[config.mk]
export PLATFORM = sky130hd
export DESIGN_NAME = overwriting_ring_buffer_top_flat
export DESIGN_NICKNAME = d
export VERILOG_FILES = /design/src/hw/rtl/orb_pkg.sv /design/src/hw/rtl/orb_if.sv /design/src/hw/rtl/orb_ctrl.sv /design/src/hw/rtl/orb_dp.sv /design/src/hw/rtl/overwriting_ring_buffer_top.sv /design/src/flat_wrapper.sv
export SDC_FILE = /design/constraint.sdc
export NUM_CORES = 1
export LEC_CHECK = 0
export ABC_AREA = 1
export BUFFER_PORTS_ARGS = -buffer_cell sky130_fd_sc_hd__buf_2
export CAP_MARGIN = 10
export CORE_MARGIN = 10
export CORE_UTILIZATION = 50
export DETAILED_ROUTE_END_ITERATION = 10
export GPL_TIMING_DRIVEN = 0
export PLACE_DENSITY = 0.65
export SLEW_MARGIN = 15
export SYNTH_ARGS = -nofsm -noshare
export SYNTH_HDL_FRONTEND = slang
export SYNTH_SLANG_ARGS = --single-unit
[constraint.sdc]
create_clock -name clk -period 9.1 [get_ports clk]
set_input_delay 1.82 -clock clk [delete_from_list [all_inputs] [get_ports clk]]
set_output_delay 1.82 -clock clk [all_outputs]
set_load 0.05 [all_outputs]
[src/hw/rtl/orb_pkg.sv]
// orb_pkg: constants, command codes and control types for the overwriting ring buffer
// no dependencies
package orb_pkg;

  localparam int DEPTH = 16;
  localparam int WIDTH = 32;
  localparam int PTR_W = $clog2(DEPTH);
  localparam int CNT_W = $clog2(DEPTH + 1);
  localparam int CAP_W = 5;
  localparam int CMD_W = 2;

  localparam logic [CMD_W-1:0] CMD_PUSH = 2'd0;
  localparam logic [CMD_W-1:0] CMD_POP  = 2'd1;
  localparam logic [CMD_W-1:0] CMD_PEEK = 2'd2;

  typedef struct packed {
    logic load;
    logic exec;
  } ctrl_t;

endpackage

[src/hw/rtl/orb_if.sv]
// orb_in_if, orb_out_if: valid/ready channels for items and results
// depends on orb_pkg
interface orb_in_if;
  import orb_pkg::*;
  logic             valid;
  logic             ready;
  logic [CMD_W-1:0] command;
  logic [WIDTH-1:0] push_value;
  modport source (output valid, command, push_value, input ready);
  modport sink (input valid, command, push_value, output ready);
endinterface

interface orb_out_if;
  import orb_pkg::*;
  logic             valid;
  logic             ready;
  logic [WIDTH-1:0] read_value;
  logic             underflow;
  logic             overwrote;
  logic [CNT_W-1:0] fill_count;
  modport source (output valid, read_value, underflow, overwrote, fill_count, input ready);
  modport sink (input valid, read_value, underflow, overwrote, fill_count, output ready);
endinterface

[src/hw/rtl/orb_ctrl.sv]
// orb_ctrl: sequencing state machine, one transaction at a time
// depends on orb_pkg
module orb_ctrl (
  input  logic           clk,
  input  logic           rst,
  input  logic           in_valid,
  output logic           in_ready,
  output logic           out_valid,
  input  logic           out_ready,
  output orb_pkg::ctrl_t ctrl
);
  import orb_pkg::*;

  localparam logic [1:0] S_IDLE = 2'd0;
  localparam logic [1:0] S_EXEC = 2'd1;
  localparam logic [1:0] S_OUT  = 2'd2;

  logic [1:0] state;
  logic [1:0] state_next;

  always_comb begin
    state_next = state;
    unique case (state)
      S_IDLE: begin
        if (in_valid) state_next = S_EXEC;
      end
      S_EXEC: state_next = S_OUT;
      S_OUT: begin
        if (out_ready) state_next = S_IDLE;
      end
      default: state_next = S_IDLE;
    endcase
  end

  always_ff @(posedge clk) begin
    if (rst) begin
      state <= S_IDLE;
    end else begin
      state <= state_next;
    end
  end

  assign in_ready  = (state == S_IDLE) && !rst;
  assign out_valid = (state == S_OUT);
  assign ctrl.load = in_valid && (state == S_IDLE) && !rst;
  assign ctrl.exec = (state == S_EXEC);

endmodule

[src/hw/rtl/orb_dp.sv]
// orb_dp: store, head/tail pointers, fill count, capacity and result registers
// depends on orb_pkg
module orb_dp (
  input  logic                      clk,
  input  logic                      rst,
  input  orb_pkg::ctrl_t            ctrl,
  input  logic                      cfg_we,
  input  logic [orb_pkg::CAP_W-1:0] cfg_data,
  input  logic [orb_pkg::CMD_W-1:0] command,
  input  logic [orb_pkg::WIDTH-1:0] push_value,
  output logic [orb_pkg::WIDTH-1:0] read_value,
  output logic                      underflow,
  output logic                      overwrote,
  output logic [orb_pkg::CNT_W-1:0] fill_count
);
  import orb_pkg::*;

  logic [WIDTH-1:0] store [DEPTH];
  logic [CMD_W-1:0] cmd;
  logic [WIDTH-1:0] value;
  logic [PTR_W-1:0] head;
  logic [PTR_W-1:0] tail;
  logic [CNT_W-1:0] held;
  logic [CNT_W-1:0] cap;
  logic [CNT_W-1:0] cap_next;
  logic [PTR_W-1:0] head_adv;
  logic [PTR_W-1:0] tail_adv;
  logic             is_full;
  logic             is_empty;

  function automatic logic [PTR_W-1:0] advance(input logic [PTR_W-1:0] idx,
                                               input logic [CNT_W-1:0] lim);
    logic [CNT_W:0] n;
    n = {1'b0, CNT_W'(idx)} + (CNT_W+1)'(1);
    return (n >= {1'b0, lim}) ? '0 : n[PTR_W-1:0];
  endfunction

  // clamp capacity to 1..DEPTH
  always_comb begin
    if (cfg_data == '0) begin
      cap_next = CNT_W'(1);
    end else if ((CAP_W+CNT_W)'(cfg_data) > (CAP_W+CNT_W)'(DEPTH)) begin
      cap_next = CNT_W'(DEPTH);
    end else begin
      cap_next = CNT_W'(cfg_data);
    end
  end

  assign head_adv = advance(head, cap);
  assign tail_adv = advance(tail, cap);
  assign is_full  = (held >= cap);
  assign is_empty = (held == '0);

  // input latch
  always_ff @(posedge clk) begin
    if (ctrl.load) begin
      cmd   <= command;
      value <= push_value;
    end
  end

  // store write and registered read
  always_ff @(posedge clk) begin
    if (ctrl.exec) begin
      if (cmd == CMD_PUSH) begin
        store[tail] <= value;
        read_value  <= '0;
      end else if ((cmd == CMD_POP || cmd == CMD_PEEK) && !is_empty) begin
        read_value <= store[head];
      end else begin
        read_value <= '0;
      end
    end
  end

  // pointers, count and flags
  always_ff @(posedge clk) begin
    if (rst) begin
      head       <= '0;
      tail       <= '0;
      held       <= '0;
      cap        <= CNT_W'(DEPTH);
      underflow  <= 1'b0;
      overwrote  <= 1'b0;
      fill_count <= '0;
    end else if (cfg_we) begin
      cap  <= cap_next;
      head <= '0;
      tail <= '0;
      held <= '0;
    end else if (ctrl.exec) begin
      underflow  <= 1'b0;
      overwrote  <= 1'b0;
      fill_count <= held;
      case (cmd)
        CMD_PUSH: begin
          tail <= tail_adv;
          if (is_full) begin
            head       <= head_adv;
            held       <= cap;
            overwrote  <= 1'b1;
            fill_count <= cap;
          end else begin
            held       <= held + CNT_W'(1);
            fill_count <= held + CNT_W'(1);
          end
        end
        CMD_POP: begin
          if (is_empty) begin
            underflow <= 1'b1;
          end else begin
            head       <= head_adv;
            held       <= held - CNT_W'(1);
            fill_count <= held - CNT_W'(1);
          end
        end
        CMD_PEEK: begin
          if (is_empty) underflow <= 1'b1;
        end
        default: ;
      endcase
    end
  end

endmodule

[src/hw/rtl/overwriting_ring_buffer_top.sv]
// Ring buffer of up to 16 words of 32 bits whose capacity in use (1 to 16, reset 16) is
// set through cfg_we/cfg_data; a capacity write empties the buffer. Each item is a push,
// pop or peek and returns one result with the data, underflow and overwrite flags and
// the count after the step. A push into a full buffer replaces the oldest word. Items
// are handled one at a time: the item is latched on acceptance, then the pointers are
// updated and the store is read into the result register; the result is then held
// until taken.
// overwriting_ring_buffer_top: depends on orb_pkg, orb_if, orb_ctrl, orb_dp
module overwriting_ring_buffer_top (
  input  logic                      clk,
  input  logic                      rst,
  input  logic                      cfg_we,
  input  logic [orb_pkg::CAP_W-1:0] cfg_data,
  orb_in_if.sink                    item,
  orb_out_if.source                 result
);
  import orb_pkg::*;

  ctrl_t ctrl;

  orb_ctrl u_ctrl (
    .clk       (clk),
    .rst       (rst),
    .in_valid  (item.valid),
    .in_ready  (item.ready),
    .out_valid (result.valid),
    .out_ready (result.ready),
    .ctrl      (ctrl)
  );

  orb_dp u_dp (
    .clk        (clk),
    .rst        (rst),
    .ctrl       (ctrl),
    .cfg_we     (cfg_we),
    .cfg_data   (cfg_data),
    .command    (item.command),
    .push_value (item.push_value),
    .read_value (result.read_value),
    .underflow  (result.underflow),
    .overwrote  (result.overwrote),
    .fill_count (result.fill_count)
  );

endmodule
[src/flat_wrapper.sv]
// flat-port wrapper written by rule: the top's interface ports become plain ports
module overwriting_ring_buffer_top_flat import orb_pkg::*;
  (clk, rst, cfg_we, cfg_data, item_valid, item_command, item_push_value, item_ready, result_valid, result_read_value, result_underflow, result_overwrote, result_fill_count, result_ready);
  orb_in_if item_i ();
  orb_out_if result_i ();
  input  logic clk;
  input  logic rst;
  input  logic cfg_we;
  input  logic [orb_pkg::CAP_W-1:0] cfg_data;
  input wire logic [$bits(item_i.valid)-1:0] item_valid;
  input wire logic [$bits(item_i.command)-1:0] item_command;
  input wire logic [$bits(item_i.push_value)-1:0] item_push_value;
  output wire logic [$bits(item_i.ready)-1:0] item_ready;
  output wire logic [$bits(result_i.valid)-1:0] result_valid;
  output wire logic [$bits(result_i.read_value)-1:0] result_read_value;
  output wire logic [$bits(result_i.underflow)-1:0] result_underflow;
  output wire logic [$bits(result_i.overwrote)-1:0] result_overwrote;
  output wire logic [$bits(result_i.fill_count)-1:0] result_fill_count;
  input wire logic [$bits(result_i.ready)-1:0] result_ready;
  assign item_i.valid = item_valid;
  assign item_i.command = item_command;
  assign item_i.push_value = item_push_value;
  assign item_ready = item_i.ready;
  assign result_valid = result_i.valid;
  assign result_read_value = result_i.read_value;
  assign result_underflow = result_i.underflow;
  assign result_overwrote = result_i.overwrote;
  assign result_fill_count = result_i.fill_count;
  assign result_i.ready = result_ready;
  overwriting_ring_buffer_top u_core (.clk(clk), .rst(rst), .cfg_we(cfg_we), .cfg_data(cfg_data), .item(item_i), .result(result_i));
endmodule
==> flow_summary_export.csv, run 1 <==
group,metric,value,unit
cells_and_area,drive_above_1_share,13.28,%
sta,worst_pin_slew,1.001,ns
setup_path,endpoint_kind,"output port",
clock_network,path_clk_slew,0.06,ns
place,place.gp.congestion,0.8578,
logic_synthesis,avgSynthCellArea,12.61,µm²
logic_synthesis,syn_inst,1910,
logic_synthesis,ys_ff_latch,605,
clock_network,h-tree-depth,2,
clock_network,cts_inserted_buffers,60,
routing,topRoutingLayerUsed,"met4",
clock_network,ctsResizeCount,0,
routing,drt-total-wl,65270,µm
sta,finalCritPeriodShare,45.95,%
pwr,ir_drop,144.5,µV
setup_path,slowest_stage,"buf_2",
sta,setup_violations,0,
sta,max_slew_margin,33.29,%
cells_and_area,finalNetCount,2160,
logic_synthesis,synth-edff-count,578,
place,pre_cts_ws,4.932,ns
floorplan,io_pins,85,
global_route,antenna_found_initial,0,
place,hpwl,44120,µm
sta,clock.fmax,239.1,MHz
clock_network,clock_path_buffers,3,
routing,drt-wirelength-per-cell,23.71,µm
clock_network,clock_sinks,605,
sta,rsz0062_at_grt,"no",
logic_synthesis,ys_warn_count,0,
routing,dr.pass1.iters,5,
routing,drc,0,
clock_network,cts_tree,"built",
sta,skew,0.01842,ns
floorplan,start_util,50.55,%
logic_synthesis,ys_seq_area_share,74.30,%
logic_synthesis,synth_cell_types,31,
cells_and_area,fillers,3731,
sta,drv_slew,0,
cells_and_area,insertedDiodeCount,0,
logic_synthesis,synthesis.area,0.02409,mm²
routing,viasPerCell,5.843,
routing,vias,16090,
sta,fin_setup_tns,0,ns
pwr,power_leakage,9.656,nW
setup_path,cp_num_buf_inv,2,
floorplan,die-area,0.05735,mm²
logic_synthesis,syn_nets,1978,
logic_synthesis,post-synth-top-count-cell,"edfxtp_1",
setup_path,cp_top_family,"buffers and inverters",
clock_network,cts_setup_buffers,0,
sta,timing.final.ws_setup,4.918,ns
global_route,grt_pass1_vias,15950,
pwr,powerDensity,204.7,mW/mm²
floorplan,core,0.04765,mm²
clock_network,root_buffer,"clkbuf_16",
logic_synthesis,synth_top_area_share,72.06,%
setup_path,cp.required,7.28,ns
logic_synthesis,ys.flop_type,"edfxtp_1",
clock_network,clock_latency,0.61,ns
global_route,grt_max_degree,23,
setup_path,cp.arrival,2.36,ns
place,portBuffers,84,
sta,hold_violations,0,
routing,m1WireLength,26410,µm
global_route,grt_usage,22.55,%
setup_path,cpMostUsedCell,"buf_2",
clock_network,postCtsHoldBufs,0,
logic_synthesis,yosys-top-cells-count,"578 x edfxtp_1, 363 x nor2_1, 246 x o21ai_0",
floorplan,die_height,239.5,µm
floorplan,die_w,239.5,µm
setup_path,crit_fanout,6,
routing,drtIter0Drc,1926,
setup_path,criticalPathCategory,"primary input to output port",
sta,fin_crit,4.182,ns
global_route,grt_overflow_total,0,
logic_synthesis,yosys.area.top_type,"edfxtp_1",
setup_path,path_cells,"buf_2 -> nor2_1 -> buf_2",
routing,ant_nets,0,
cells_and_area,syn_to_final_growth,15.94,%
routing,wl_met2,30880,µm
min_path,hold_path_class,"register to register",
job,maxCapViolCount,0,
floorplan,num_rows,80,
logic_synthesis,async_flop_share,0,%
setup_path,slowest_delay,0.28,ns
logic_synthesis,synth.top_cells.by_area,"edfxtp_1 72%, nor2_1 5.7%, o21ai_0 5.1%",
outcome,outcome,"completed",
setup_path,start_kind,"primary input",
routing,met3_length,5707,µm
global_route,grt_pass1_wl,96410,µm
report_power, final:
part           total (mW)  internal (mW)  switching (mW)
sequential           3.09           3.06          0.0316
clock                2.46           1.44            1.02
combinational       0.157         0.0427           0.115
stage by stage:
step	std cells	hold WS, ns	utilization (%)	total power [mW]	cell area (µm²)
global route	2753	0.4864	58.61	5.882	27930
detailed placement	2645	0.4563	54.52	3.310	25980
floorplan	1910	0.4406	-	3.241	24090
CTS	2753	0.4705	58.61	5.745	27930
global placement	2609	0.4539	53.05	3.301	25280
finish	2753	0.4718	58.61	5.717	27930
worst register-to-register path, stage by stage (launching register included):
cell	delay [ns]
dfxtp_1	0.34
inv_1	0.08
nor2_4	0.62
nand2_1	0.45
inv_1	0.30
nand2_1	0.30
nor2_4	0.56
buf_16	0.24
buf_16	0.17
state kept, by name, indices dropped and copies added, names as in the netlist:
register,count
u_core.u_dp.overwrote,1
u_core.u_dp.underflow,1
u_core.u_dp.fill_count,5
u_core.u_dp.value,32
u_core.u_dp.head,4
u_core.u_dp.cap,5
u_core.u_dp.held,5
u_core.u_ctrl.state,2
u_core.u_dp.tail,4
u_core.u_dp.cmd,2
u_core.u_dp.read_value,32
u_core.u_dp.store,512
path summary, 6_finish.rpt:
check                                       from                                   to  slack (ns)  cells after the start
max reg2reg  u_core.u_ctrl.state[0]$_SDFFE_PP0P_  u_core.u_dp.store[12][12]$_DFFE_PP_        5.73                      8
min              u_core.u_dp.cap[4]$_SDFFE_PP1P_      u_core.u_dp.cap[4]$_SDFFE_PP1P_        0.47                      1
max                                          rst                           item_ready        4.92                      3
min reg2reg      u_core.u_dp.cap[4]$_SDFFE_PP1P_      u_core.u_dp.cap[4]$_SDFFE_PP1P_        0.47                      1
kinds of logic (layout without fill, tap and decap cells):
group | count (synthesis) | count (layout) | synth area share, %
AO/OA/AOI/OAI | 454 | 454 | 10.36
flip-flops | 605 | 605 | 74.30
adder cells (fa/ha/maj) | 24 | 24 | 1.247
buffers and inverters | 171 | 399 | 3.226
AND/OR/NAND/NOR | 649 | 649 | 10.61
XOR/XNOR | 7 | 7 | 0.2545
layer usage:
metal | global-route usage (%) | up-vias
li1 | - | 7279
met1 | 29.73 | 7915
met2 | 36.30 | 753
met3 | 4.229 | 139
met4 | 9.242 | 0
met5 | 0 | -
placed cells by master (no fill, tap or decap), drive strengths merged, types with 24 or more instances in the layout:
cell type	n
a21oi	31
buf	179
clkbuf	129
clkinv	24
dfxtp	27
edfxtp	578
ha	24
inv	60
nand2	222
nand3	34
nor2	365
o211ai	33
o21ai	284
o22ai	99
cell type report:
| cell class | count | area, µm² | share of cell area (%) |
|---|---|---|---|
| buffer | 111 | 549.3 | 1.967 |
| clock buffer | 77 | 1608 | 5.757 |
| clock inverter | 31 | 341.6 | 1.223 |
| inverter | 60 | 227.7 | 0.8154 |
| multi-input combinational | 1134 | 5533 | 19.81 |
| sequential | 605 | 17900 | 64.09 |
| tap | 615 | 769.5 | 2.756 |
| timing repair buffer | 120 | 999.7 | 3.580 |
Power figures use the tool's default switching activity.
==> run 2: changes to the inputs <==
- ABC_AREA: 1 -> 0
- clock period: 9.1 -> 3.91 ns (I/O delays scaled with it)
==> run 2 against run 1 <==
Against the previous run:
- clock skew decreased by 0.0025 ns
- die area decreased by 2.2%
- via count shrank 29%
- worst setup slack lost 4.4 ns
- clock power grew 130%
- count of clock-buffer cells in the layout down 2
- final cell count decreased by 29%
- register-to-register slack got worse by 5.2 ns
- critical path depth up 8
- largest cell class unchanged
==> flow_summary_export.csv, run 2 <==
group,metric,value,unit
outcome,outcome,"completed",
sta,fin_setup_tns,0,ns
sta,hold_violations,0,
setup_path,cpMostUsedCell,"buf_2",
logic_synthesis,muxShareOfSynthArea,13.95,%
cells_and_area,largestRegisters,"u_core.u_dp.store x512, u_core.u_dp.read_value x32, u_core.u_dp.value x32",
clock_network,clock_latency,0.62,ns
floorplan,die_height,236.8,µm
routing,drc,0,
floorplan,num_rows,79,
logic_synthesis,synth_top_area_share,73.84,%
global_route,grt_pass1_wl,76040,µm
logic_synthesis,ys.flop_type,"edfxtp_1",
routing,vias,11390,
floorplan,core,0.04656,mm²
pwr,power_leakage,8.484,nW
logic_synthesis,syn_nets,1196,
min_path,hold_path_class,"primary input to register",
logic_synthesis,syn_inst,1128,
setup_path,start_kind,"register",
setup_path,criticalPathCategory,"register to register",
logic_synthesis,synthesis.area,0.02351,mm²
sta,finalCritPeriodShare,86.19,%
pwr,powerDensity,479.8,mW/mm²
sta,max_slew_margin,36.73,%
logic_synthesis,synth_adder_area_share,1.277,%
pwr,ir_drop,370.7,µV
setup_path,endpoint_kind,"register",
cells_and_area,regMostFlops,"u_core.u_dp.store",
clock_network,root_buffer,"clkbuf_16",
routing,ant_nets,0,
clock_network,cts_tree,"built",
sta,worst_pin_slew,0.9491,ns
clock_network,h-tree-depth,2,
cells_and_area,insertedDiodeCount,0,
logic_synthesis,avgSynthCellArea,20.84,µm²
floorplan,die_w,236.8,µm
logic_synthesis,ys_warn_count,0,
sta,clock.fmax,296.7,MHz
routing,drtIter0Drc,1051,
cells_and_area,layoutNonFillerInstCount,1954,
sta,setup_violations,0,
setup_path,crit_fanout,10,
setup_path,path_cells,"buf_2 -> buf_2 -> buf_2 -> buf_2 -> xor2_1 -> ha_1 -> a21o_1 -> a31oi_1 -> o21ai_0 -> or4b_1 -> a21oi_1",
sta,timing.final.ws_setup,0.5399,ns
clock_network,cts_setup_buffers,0,
logic_synthesis,async_flop_share,0,%
place,portBuffers,83,
logic_synthesis,post-synth-top-count-cell,"edfxtp_1",
logic_synthesis,synth-edff-count,578,
global_route,grt_pass1_vias,11850,
place,pre_cts_ws,0.5845,ns
place,hpwl,32880,µm
logic_synthesis,yosys-top-cells-count,"578 x edfxtp_1, 132 x mux4_2, 54 x a211oi_1",
setup_path,cp.arrival,3.91,ns
logic_synthesis,ys_ff_latch,605,
setup_path,cp.required,4.45,ns
floorplan,start_util,50.49,%
sta,skew,0.01596,ns
clock_network,clock_path_buffers,3,
job,maxCapViolCount,0,
place,dp.cells,1843,
global_route,grt_max_degree,35,
sta,rsz0062_at_grt,"no",
sta,holdWs,0.3322,ns
cells_and_area,drive_above_1_share,27.99,%
sta,fin_crit,3.370,ns
cells_and_area,syn_to_final_growth,15.60,%
logic_synthesis,synth_top_family_by_area,"multiplexers",
pwr,p_total,13.04,mW
routing,viasPerCell,5.828,
setup_path,cp_top_family,"buffers and inverters",
clock_network,ctsResizeCount,0,
global_route,grt_usage,17.97,%
cells_and_area,largest_reg_flops,512,
logic_synthesis,synth_simple_gate_area_share,3.135,%
place,place.gp.congestion,0.7805,
setup_path,cp_num_buf_inv,4,
cells_and_area,most-common-layout-cells,"578 x edfxtp_1, 132 x mux4_2, 95 x buf_2",
floorplan,die-area,0.05609,mm²
routing,drt-total-wl,50400,µm
logic_synthesis,synth-xor-area-share,0.2608,%
logic_synthesis,synth.top_cells.by_area,"edfxtp_1 74%, mux4_2 13%, dfxtp_1 2.3%",
routing,drt-wirelength-per-cell,25.79,µm
global_route,grt_overflow_total,0,
sta,drv_slew,0,
logic_synthesis,ys_seq_area_share,76.14,%
logic_synthesis,synth_cell_types,53,
setup_path,slowest_stage,"or4b_1",
clock_network,clock_sinks,605,
floorplan,io_pins,85,
logic_synthesis,yosys.area.top_type,"edfxtp_1",
setup_path,slowest_delay,0.51,ns
routing,dr.pass1.iters,5,
logic_synthesis,synth_compound_area_share,3.641,%
clock_network,path_clk_slew,0.06,ns
clock_network,postCtsHoldBufs,0,
global_route,antenna_found_initial,0,
cells_and_area,final_common_cell,"edfxtp_1",
clock_network,cts_inserted_buffers,60,
cells_and_area,finalNetCount,1366,
## run 2: cell types whose count changed after synthesis, moves of 22 or more
cell      previous run  this run
nor2_1             363        23
o21ai_0            246        19
nand2_1            222        26
mux4_2               0       132
o22ai_1             99         1
a211oi_1             0        54
inv_1               56        12
nor2b_1              0        39
o21ai_1             38         0
o211ai_1            33         4
mux2i_1              0        28
nand3_1             33         8
buf_2               34        12
## run 2: path summary, 6_finish.rpt
path | startpoint | endpoint | slack, ns | cells past startpoint
hold / removal | item_push_value[21] | u_core.u_dp.value[21]$_DFFE_PP_ | 0.33 | 1
setup / recovery | u_core.u_dp.head[2]$_SDFFE_PP0P_ | u_core.u_dp.head[1]$_SDFFE_PP0P_ | 0.54 | 11
hold reg to reg | u_core.u_dp.overwrote$_SDFFE_PP0P_ | u_core.u_dp.overwrote$_SDFFE_PP0P_ | 0.46 | 2
setup reg to reg | u_core.u_dp.head[2]$_SDFFE_PP0P_ | u_core.u_dp.head[1]$_SDFFE_PP0P_ | 0.54 | 11
## run 2: logic make-up (layout without fill, tap and decap cells)
logic type      count (synthesis)  after routing
flops                         605            605
mux                           161            161
simple gates                  136            136
compound gates                123            123
buf+inv                        72            291
fa+ha+maj                      24             24
xor+xnor                        7              7
## run 2: per-layer routing
metal,track usage [%],part of all wire (%)
met1,24.26,44
met2,29.43,50
met3,3.230,5.0
met4,5.308,1.9
met5,0,0
## run 2: layout make-up
type,instances,area [µm²]
Tap cell,607,759.5
Clock buffer,75,1579
Inverter,12,45.04
Buffer,60,330.3
Fill cell,3393,19380
Multi-Input combinational cell,451,5371
Sequential cell,605,17900
Clock inverter,36,299.0
Timing Repair Buffer,108,890.9
## run 2: through the flow
stage	utilization (%)	instance area (µm²)
after floorplan	-	23530
after global placement	53.06	24700
after detailed placement	54.33	25290
after CTS	58.36	27170
after global routing	58.36	27170
final	58.36	27170
## run 2: power breakdown
part	internal (mW)	switching, mW
registers	7.12	0.0678
clock network	3.18	2.37
logic	0.0955	0.200
